--- src/design/krt_pkg.sv ---
`default_nettype none
// ----------------------------------------------------------------------------
// krt_pkg: shared types and constants of the keyed record table
// Sizes, operation and status codes, payload structs and the command/status
// bundles between the controller and the datapath.
// ----------------------------------------------------------------------------
package krt_pkg;

  // Table geometry
  localparam int unsigned CAPACITY   = 16;
  localparam int unsigned COURSES    = 4;
  localparam int unsigned IDX_W      = (CAPACITY > 1) ? $clog2(CAPACITY) : 1;
  localparam int unsigned CNT_W      = 5;
  localparam int unsigned PACK_BYTES = (COURSES < 4) ? COURSES : 4;
  localparam logic [31:0] PACK_MASK  =
    (PACK_BYTES == 4) ? 32'hFFFF_FFFF : ((32'd1 << (8 * PACK_BYTES)) - 32'd1);
  localparam logic [CNT_W-1:0] CAP_COUNT = CNT_W'(CAPACITY);

  // Operation codes
  typedef enum logic [1:0] {
    MODE_ADD    = 2'd0,
    MODE_DELETE = 2'd1,
    MODE_READ   = 2'd2,
    MODE_LIST   = 2'd3
  } krt_mode_e;

  // Result status codes
  typedef enum logic [1:0] {
    STATUS_OK        = 2'd0,
    STATUS_NOT_FOUND = 2'd1,
    STATUS_FULL      = 2'd2,
    STATUS_EMPTY     = 2'd3
  } krt_status_e;

  // Fill state codes
  typedef enum logic [1:0] {
    FILL_EMPTY   = 2'd0,
    FILL_PARTIAL = 2'd1,
    FILL_FULL    = 2'd2
  } krt_fill_e;

  // Input transfer payload
  typedef struct packed {
    krt_mode_e   mode;
    logic [7:0]  key;
    logic [7:0]  year_in;
    logic [31:0] courses_in;
    logic [31:0] grades_in;
  } krt_in_t;

  // Output transfer payload
  typedef struct packed {
    krt_status_e      status;
    logic [7:0]       year_out;
    logic [31:0]      courses_out;
    logic [31:0]      grades_out;
    logic [7:0]       listed_key;
    logic             last;
    logic [CNT_W-1:0] used_count;
    krt_fill_e        fill_state;
  } krt_out_t;

  // Controller to datapath commands
  typedef struct packed {
    logic latch;   // capture the accepted input item
    logic find;    // register the key search result
    logic exec;    // apply the operation and load the output register
  } krt_cmd_t;

  // Datapath to controller status
  typedef struct packed {
    krt_mode_e mode;
    logic      empty;
    logic      list_last;
    logic      out_free;
  } krt_sts_t;

endpackage
`default_nettype wire

--- src/design/keyed_record_table_top.sv ---
`default_nettype none
// ----------------------------------------------------------------------------
// keyed_record_table_top: bounded table of keyed records in insertion order
// Add, delete, read by key and list keys, with count and fill state reported
// on every result.
// ----------------------------------------------------------------------------
// The block holds up to CAPACITY records, each a key, a year byte and packed
// course and grade bytes, all in flip-flops; the records are not cleared at
// reset, only the record count is. One item is taken at a time: an accepted
// item is captured, then goes through the registered parallel key search and
// then the execute step, which waits while the output side is stalled. List
// repeats the execute step once per stored key and emits one key per cycle
// while the output side is not stalled (a single step on an empty table).
// Delete closes the gap by shifting all later records down in the execute
// step. The result sits in an output register, and the next item is accepted
// while it waits.
// ----------------------------------------------------------------------------
module keyed_record_table_top (
  input  wire logic             clk_i,
  input  wire logic             rst_ni,
  input  wire logic             in_valid_i,
  output logic                  in_stall_o,
  input  wire krt_pkg::krt_in_t in_i,
  output logic                  out_valid_o,
  input  wire logic             out_stall_i,
  output krt_pkg::krt_out_t     out_o
);
  import krt_pkg::*;

  krt_cmd_t cmd;
  krt_sts_t sts;

  // Sequencer
  krt_ctrl u_ctrl (
    .clk_i      (clk_i),
    .rst_ni     (rst_ni),
    .in_valid_i (in_valid_i),
    .in_stall_o (in_stall_o),
    .sts_i      (sts),
    .cmd_o      (cmd)
  );

  // Storage and results
  krt_dp u_dp (
    .clk_i       (clk_i),
    .rst_ni      (rst_ni),
    .in_i        (in_i),
    .out_stall_i (out_stall_i),
    .out_valid_o (out_valid_o),
    .out_o       (out_o),
    .cmd_i       (cmd),
    .sts_o       (sts)
  );

endmodule
`default_nettype wire

--- src/design/krt_ctrl.sv ---
`default_nettype none
// ----------------------------------------------------------------------------
// krt_ctrl: operation sequencer of the keyed record table
// Accepts one item, steps it through search and execute, and repeats the
// execute step once per record while listing.
// ----------------------------------------------------------------------------
module krt_ctrl (
  input  wire logic              clk_i,
  input  wire logic              rst_ni,
  input  wire logic              in_valid_i,
  output logic                   in_stall_o,
  input  wire krt_pkg::krt_sts_t sts_i,
  output krt_pkg::krt_cmd_t      cmd_o
);
  import krt_pkg::*;

  localparam logic [1:0] ST_IDLE = 2'd0;
  localparam logic [1:0] ST_FIND = 2'd1;
  localparam logic [1:0] ST_EXEC = 2'd2;

  logic [1:0] state_q, state_d;
  logic       more;

  // A non-empty list keeps executing until its final key goes out
  assign more = (sts_i.mode == MODE_LIST) && !sts_i.empty && !sts_i.list_last;

  // Next state and commands
  always_comb begin
    state_d   = state_q;
    cmd_o     = '0;
    unique case (state_q)
      ST_IDLE: begin
        if (in_valid_i) begin
          cmd_o.latch = 1'b1;
          state_d     = ST_FIND;
        end
      end
      ST_FIND: begin
        cmd_o.find = 1'b1;
        state_d    = ST_EXEC;
      end
      ST_EXEC: begin
        if (sts_i.out_free) begin
          cmd_o.exec = 1'b1;
          if (!more) begin
            state_d = ST_IDLE;
          end
        end
      end
      default: begin
        state_d = ST_IDLE;
      end
    endcase
  end

  assign in_stall_o = (state_q != ST_IDLE);

  // State register
  always_ff @(posedge clk_i or negedge rst_ni) begin
    if (!rst_ni) begin
      state_q <= ST_IDLE;
    end else begin
      state_q <= state_d;
    end
  end

endmodule
`default_nettype wire

--- src/design/krt_dp.sv ---
`default_nettype none
// ----------------------------------------------------------------------------
// krt_dp: record storage and result datapath of the keyed record table
// Holds the slot registers and the record count, searches all keys in
// parallel, shifts on delete and drives the output register.
// ----------------------------------------------------------------------------
module krt_dp (
  input  wire logic              clk_i,
  input  wire logic              rst_ni,
  input  wire krt_pkg::krt_in_t  in_i,
  input  wire logic              out_stall_i,
  output logic                   out_valid_o,
  output krt_pkg::krt_out_t      out_o,
  input  wire krt_pkg::krt_cmd_t cmd_i,
  output krt_pkg::krt_sts_t      sts_o
);
  import krt_pkg::*;

  // Slot storage, undefined until written
  logic [7:0]  slot_key_q     [CAPACITY];
  logic [7:0]  slot_year_q    [CAPACITY];
  logic [31:0] slot_courses_q [CAPACITY];
  logic [31:0] slot_grades_q  [CAPACITY];

  logic [CNT_W-1:0] count_q, count_d;
  krt_in_t          op_q, in_masked;
  logic [IDX_W-1:0] match_idx_q, match_idx_d;
  logic             found_q, found_d;
  logic [IDX_W-1:0] list_idx_q;
  logic             out_valid_q;
  krt_out_t         out_q, res;

  logic             empty, full, list_last, add_en, del_en;
  logic [IDX_W-1:0] add_idx;

  assign empty     = (count_q == '0);
  assign full      = (count_q == CAP_COUNT);
  assign list_last = ((CNT_W'(list_idx_q) + CNT_W'(1)) == count_q);
  assign add_idx   = count_q[IDX_W-1:0];
  assign add_en    = cmd_i.exec && (op_q.mode == MODE_ADD) && !full;
  assign del_en    = cmd_i.exec && (op_q.mode == MODE_DELETE) && !empty && found_q;

  // Input item with only the kept course and grade bytes
  always_comb begin
    in_masked            = in_i;
    in_masked.courses_in = in_i.courses_in & PACK_MASK;
    in_masked.grades_in  = in_i.grades_in & PACK_MASK;
  end

  // Parallel key compare over held records, lowest index wins
  always_comb begin
    match_idx_d = '0;
    found_d     = 1'b0;
    for (int i = CAPACITY - 1; i >= 0; i--) begin
      if ((slot_key_q[i] == op_q.key) && (CNT_W'(i) < count_q)) begin
        match_idx_d = IDX_W'(i);
        found_d     = 1'b1;
      end
    end
  end

  // Result of the current execute step
  always_comb begin
    res            = '0;
    res.status     = STATUS_OK;
    res.last       = 1'b1;
    count_d        = count_q;
    unique case (op_q.mode)
      MODE_ADD: begin
        if (full) begin
          res.status = STATUS_FULL;
        end else begin
          count_d = count_q + CNT_W'(1);
        end
      end
      MODE_DELETE: begin
        if (empty) begin
          res.status = STATUS_EMPTY;
        end else if (!found_q) begin
          res.status = STATUS_NOT_FOUND;
        end else begin
          count_d = count_q - CNT_W'(1);
        end
      end
      MODE_READ: begin
        if (empty) begin
          res.status = STATUS_EMPTY;
        end else if (!found_q) begin
          res.status = STATUS_NOT_FOUND;
        end else begin
          res.year_out    = slot_year_q[match_idx_q];
          res.courses_out = slot_courses_q[match_idx_q];
          res.grades_out  = slot_grades_q[match_idx_q];
        end
      end
      MODE_LIST: begin
        if (empty) begin
          res.status = STATUS_EMPTY;
        end else begin
          res.listed_key = slot_key_q[list_idx_q];
          res.last       = list_last;
        end
      end
      default: begin
        res.status = STATUS_OK;
      end
    endcase
    res.used_count = count_d;
    if (count_d == '0) begin
      res.fill_state = FILL_EMPTY;
    end else if (count_d == CAP_COUNT) begin
      res.fill_state = FILL_FULL;
    end else begin
      res.fill_state = FILL_PARTIAL;
    end
  end

  // Slot writes: append at the tail, or close the gap on delete
  always_ff @(posedge clk_i) begin
    for (int i = 0; i < CAPACITY; i++) begin
      if (add_en && (add_idx == IDX_W'(i))) begin
        slot_key_q[i]     <= op_q.key;
        slot_year_q[i]    <= op_q.year_in;
        slot_courses_q[i] <= op_q.courses_in;
        slot_grades_q[i]  <= op_q.grades_in;
      end
    end
    for (int j = 0; j < CAPACITY - 1; j++) begin
      if (del_en && (IDX_W'(j) >= match_idx_q)) begin
        slot_key_q[j]     <= slot_key_q[j+1];
        slot_year_q[j]    <= slot_year_q[j+1];
        slot_courses_q[j] <= slot_courses_q[j+1];
        slot_grades_q[j]  <= slot_grades_q[j+1];
      end
    end
  end

  // Operand and search result capture
  always_ff @(posedge clk_i) begin
    if (cmd_i.latch) begin
      op_q <= in_masked;
    end
    if (cmd_i.find) begin
      match_idx_q <= match_idx_d;
      found_q     <= found_d;
    end
    if (cmd_i.exec) begin
      out_q <= res;
    end
  end

  // Count, list position and output valid
  always_ff @(posedge clk_i or negedge rst_ni) begin
    if (!rst_ni) begin
      count_q     <= '0;
      list_idx_q  <= '0;
      out_valid_q <= 1'b0;
    end else begin
      if (cmd_i.exec) begin
        count_q <= count_d;
      end
      if (cmd_i.latch) begin
        list_idx_q <= '0;
      end else if (cmd_i.exec && (op_q.mode == MODE_LIST)) begin
        list_idx_q <= list_idx_q + IDX_W'(1);
      end
      if (cmd_i.exec) begin
        out_valid_q <= 1'b1;
      end else if (!out_stall_i) begin
        out_valid_q <= 1'b0;
      end
    end
  end

  assign out_valid_o     = out_valid_q;
  assign out_o           = out_q;
  assign sts_o.mode      = op_q.mode;
  assign sts_o.empty     = empty;
  assign sts_o.list_last = list_last;
  assign sts_o.out_free  = !out_valid_q || !out_stall_i;

endmodule
`default_nettype wire

--- config.mk ---
export PLATFORM = sky130hd
export DESIGN_NAME = keyed_record_table_top
export DESIGN_NICKNAME = d
export VERILOG_FILES = /design/src/design/krt_pkg.sv /design/src/design/keyed_record_table_top.sv /design/src/design/krt_ctrl.sv /design/src/design/krt_dp.sv
export SDC_FILE = /design/constraint.sdc
export NUM_CORES = 2
export LEC_CHECK = 0
export ABC_AREA = 1
export BUFFER_PORTS_ARGS = -buffer_cell sky130_fd_sc_hd__clkbuf_2
export CORE_MARGIN = 1.5
export CORE_UTILIZATION = 30
export DETAILED_ROUTE_END_ITERATION = 6
export GPL_TIMING_DRIVEN = 0
export SLEW_MARGIN = 0
export SYNTH_ARGS = -nofsm -noshare
export SYNTH_HDL_FRONTEND = slang
export SYNTH_SLANG_ARGS = --single-unit
--- constraint.sdc ---
create_clock -name clk_i -period 14.5 [get_ports clk_i]
set_clock_uncertainty 0.15 [all_clocks]
set_input_delay 1.45 -clock clk_i [delete_from_list [all_inputs] [get_ports clk_i]]
set_output_delay 1.45 -clock clk_i [all_outputs]
set_load 0.05 [all_outputs]
==> results.json <==
{
  "status": "finished with violations",
  "violations": "capacitance limit, slew limit",
  "worst_pin_slew_ns": 1.66,
  "post-place-ws_ns": 7.08,
  "cts_resized": 0,
  "reg2reg_from": "u_dp.count_q[0]",
  "num_rows": 181,
  "cts_setup_buffers": 0,
  "die_w_um": 497,
  "syn_avg_cell_area_um2": 9.48,
  "drtIter0Drc": 11600,
  "grt_pass1_vias": 61500,
  "final_common_cell": "nand2_1",
  "slew_headroom": -0.103,
  "grt_pass1_wl_mm": 447,
  "powerDensity_nw_per_um2": 171,
  "numClockSinks": 1469,
  "reg2reg_slack_ns": 6.73,
  "rsz0062_at_grt": "false",
  "die_h_um": 497,
  "synth_edf_count": 1457,
  "synth_top_cell_by_area": "edfxtp_1",
  "grt_max_degree": 53,
  "final_core_util": 0.351,
  "ys_ff_latch": 1469,
  "drcViolationCount": 0,
  "setup_violations": 0,
  "wl_mm": 317,
  "die_area_um2": 247000,
  "cap_violations": 6,
  "core_area_um2": 243000,
  "synth_area_um2": 73100,
  "cp_top_family": "buffers and inverters",
  "crit_arrival_ns": 8.17,
  "critPathKind": "register to register",
  "overflow": 0,
  "synth_cell_types": 58,
  "wl_met3_mm": 38.8,
  "p_leak_nw": 30.6,
  "slew_violations": 56,
  "placed_cells": 11200,
  "ios": 178,
  "cts.clk_slew.worst_paths_ns": 0.07,
  "worst-r2r-cell-count": 17,
  "synthesis.nets": 7810,
  "wl_per_cell_um": 27.5,
  "clk_path_buf_depth": 3,
  "clk-insertion-delay-late_ns": 0.85,
  "start_util": 0.301,
  "period_minus_slack_ns": 7.77,
  "fin_crit_sh": 0.536,
  "cp_common_cell": "buf_4",
  "startpoint_type": "register",
  "finalHoldViolCount": 0,
  "critPathCaptureType": "register",
  "final_layout_size_suffix_gt1_frac": 0.100,
  "r2r_end": "u_dp.slot_courses_q[4][1]",
  "synthCells": 7714,
  "hold-worst-slack_ns": 0.346,
  "cp_cell_sequence": "clkinv_1 -> ha_1 -> clkbuf_1 -> nand3_1 -> nand3_4 -> buf_12 -> nor3_1 -> nand3_2 -> buf_2 -> o41ai_2 -> buf_4 -> buf_6 -> buf_4 -> buf_4 -> buf_4 -> buf_4 -> buf_4",
  "slowest_delay_ns": 1.29,
  "cp-startpoint": "u_dp.count_q[0]",
  "tns_ns": 0,
  "place.gp.congestion": 0.951,
  "path_max_fanout": 33,
  "vias_per_cell": 5.72,
  "required_ns": 14.90,
  "setup_ws_ns": 6.73,
  "cts_buffers": 167,
  "areaGrowthSynthToFinish_pct": 16.7,
  "antenna_found_initial": 29,
  "max_clock_freq_ghz": 0.129,
  "postCtsHoldBufs": 0,
  "grt_use_total": 0.250,
  "synth-async-reset-ratio": 0.00817,
  "ys_seq_area_frac": 0.603,
  "finalPower_mw": 14.6,
  "place_area_um2": 79900,
  "crit_slowest_cell": "nand3_1",
  "met2_wirelength_mm": 135,
  "numPortBuffers": 177,
  "h-tree-depth": 4,
  "cp_num_cells": 17,
  "drtPass1Iterations": 7,
  "synth_top_area_share": 0.599,
  "cts-root-buf": "clkbuf_16",
  "final_cell_mix": "nand2_1, edfxtp_1, o21ai_0",
  "irDropWorstVdd_v": 0.000143,
  "worstHoldPathType": "primary input to asynchronous set/reset pin",
  "final_area_um2": 85300,
  "ys_warn_count": 0,
  "fin_cells": 11500,
  "top_layer_used": "met5",
  "place_hpwl_mm": 229,
  "vias": 65900,
  "antenna_left": 0,
  "met1Wirelength_mm": 123,
  "crit_end": "u_dp.slot_courses_q[4][1]",
  "nNetsFinal": 8266,
  "synth.area.top_cells": "edfxtp_1, nand2_1, o21ai_0",
  "synth_ff_type": "edfxtp_1",
  "crit_buf_inv": 11,
  "cts_tree": "built"
}
==> Yosys cell counts (12+ instances only) <==
cell / count
nand2_2: 38
dfrtp_1: 12
buf_1: 41
or2_2: 92
nor2_1: 610
nand4_1: 179
a41oi_1: 73
o21ai_1: 62
clkbuf_1: 436
o32ai_1: 73
a21oi_1: 740
o21ai_0: 1001
xor2_1: 41
o22ai_1: 16
nand3_1: 188
buf_4: 73
inv_1: 404
nand2_1: 1952
nand2_4: 40
edfxtp_1: 1457
nor3_1: 13
xnor2_1: 29
buf_2: 15
==> per-layer routing <==
layer / vias to the layer above / global-route usage
li1: 27900 / -
met1: 32100 / 0.333
met2: 4939 / 0.371
met3: 919 / 0.0597
met4: 26 / 0.145
met5: - / 0
==> power breakdown <==
| part | switching (mW) | internal (mW) |
|---|---|---|
| Combinational | 3.75 | 1.07 |
| Sequential | 0.228 | 5.32 |
| Clock | 1.92 | 2.34 |
==> logic make-up after synthesis <==
family / synth area share
compound gates: 0.149
xor+xnor: 0.00839
fa+ha+maj: 0.00171
buf+inv: 0.0577
flops: 0.603
simple gates: 0.181
==> area by class of cell <==
type / count / area [µm²]
clock inverters: 93 / 942
multi-input cells: 5243 / 25000
diodes: 24 / 60.1
flip-flops and latches: 1469 / 44100
clock buffers: 212 / 4370
inverters: 421 / 1590
repair buffers: 287 / 2620
well taps: 3202 / 4010
fillers: 24600 / 157000
plain buffers: 581 / 2640
==> sequential cells by signal, indices dropped and copies added (netlist names) <==
name                 cells
u_dp.slot_courses_q    512
u_dp.op_q               80
u_dp.found_q             1
u_dp.slot_grades_q     512
u_dp.count_q             5
u_ctrl.state_q           2
u_dp.list_idx_q          4
u_dp.out_o              90
u_dp.out_valid_o         1
u_dp.sts_o               2
u_dp.slot_year_q       128
u_dp.slot_key_q        128
u_dp.match_idx_q         4
==> worst min-delay path by stage <==
stage,from,end,slack [ns]
after floorplan,u_ctrl.state_q[1],u_dp.out_valid_o,0.35
after global placement,u_dp.out_valid_o,u_dp.out_valid_o,0.36
after detailed placement,u_dp.slot_year_q[2][4],u_dp.slot_year_q[1][4],0.38
after CTS,rst_ni,u_dp.list_idx_q[3],0.32
after global routing,rst_ni,u_dp.list_idx_q[3],0.36
final,rst_ni,u_ctrl.state_q[1],0.35
(Power assumes the default switching activity.)
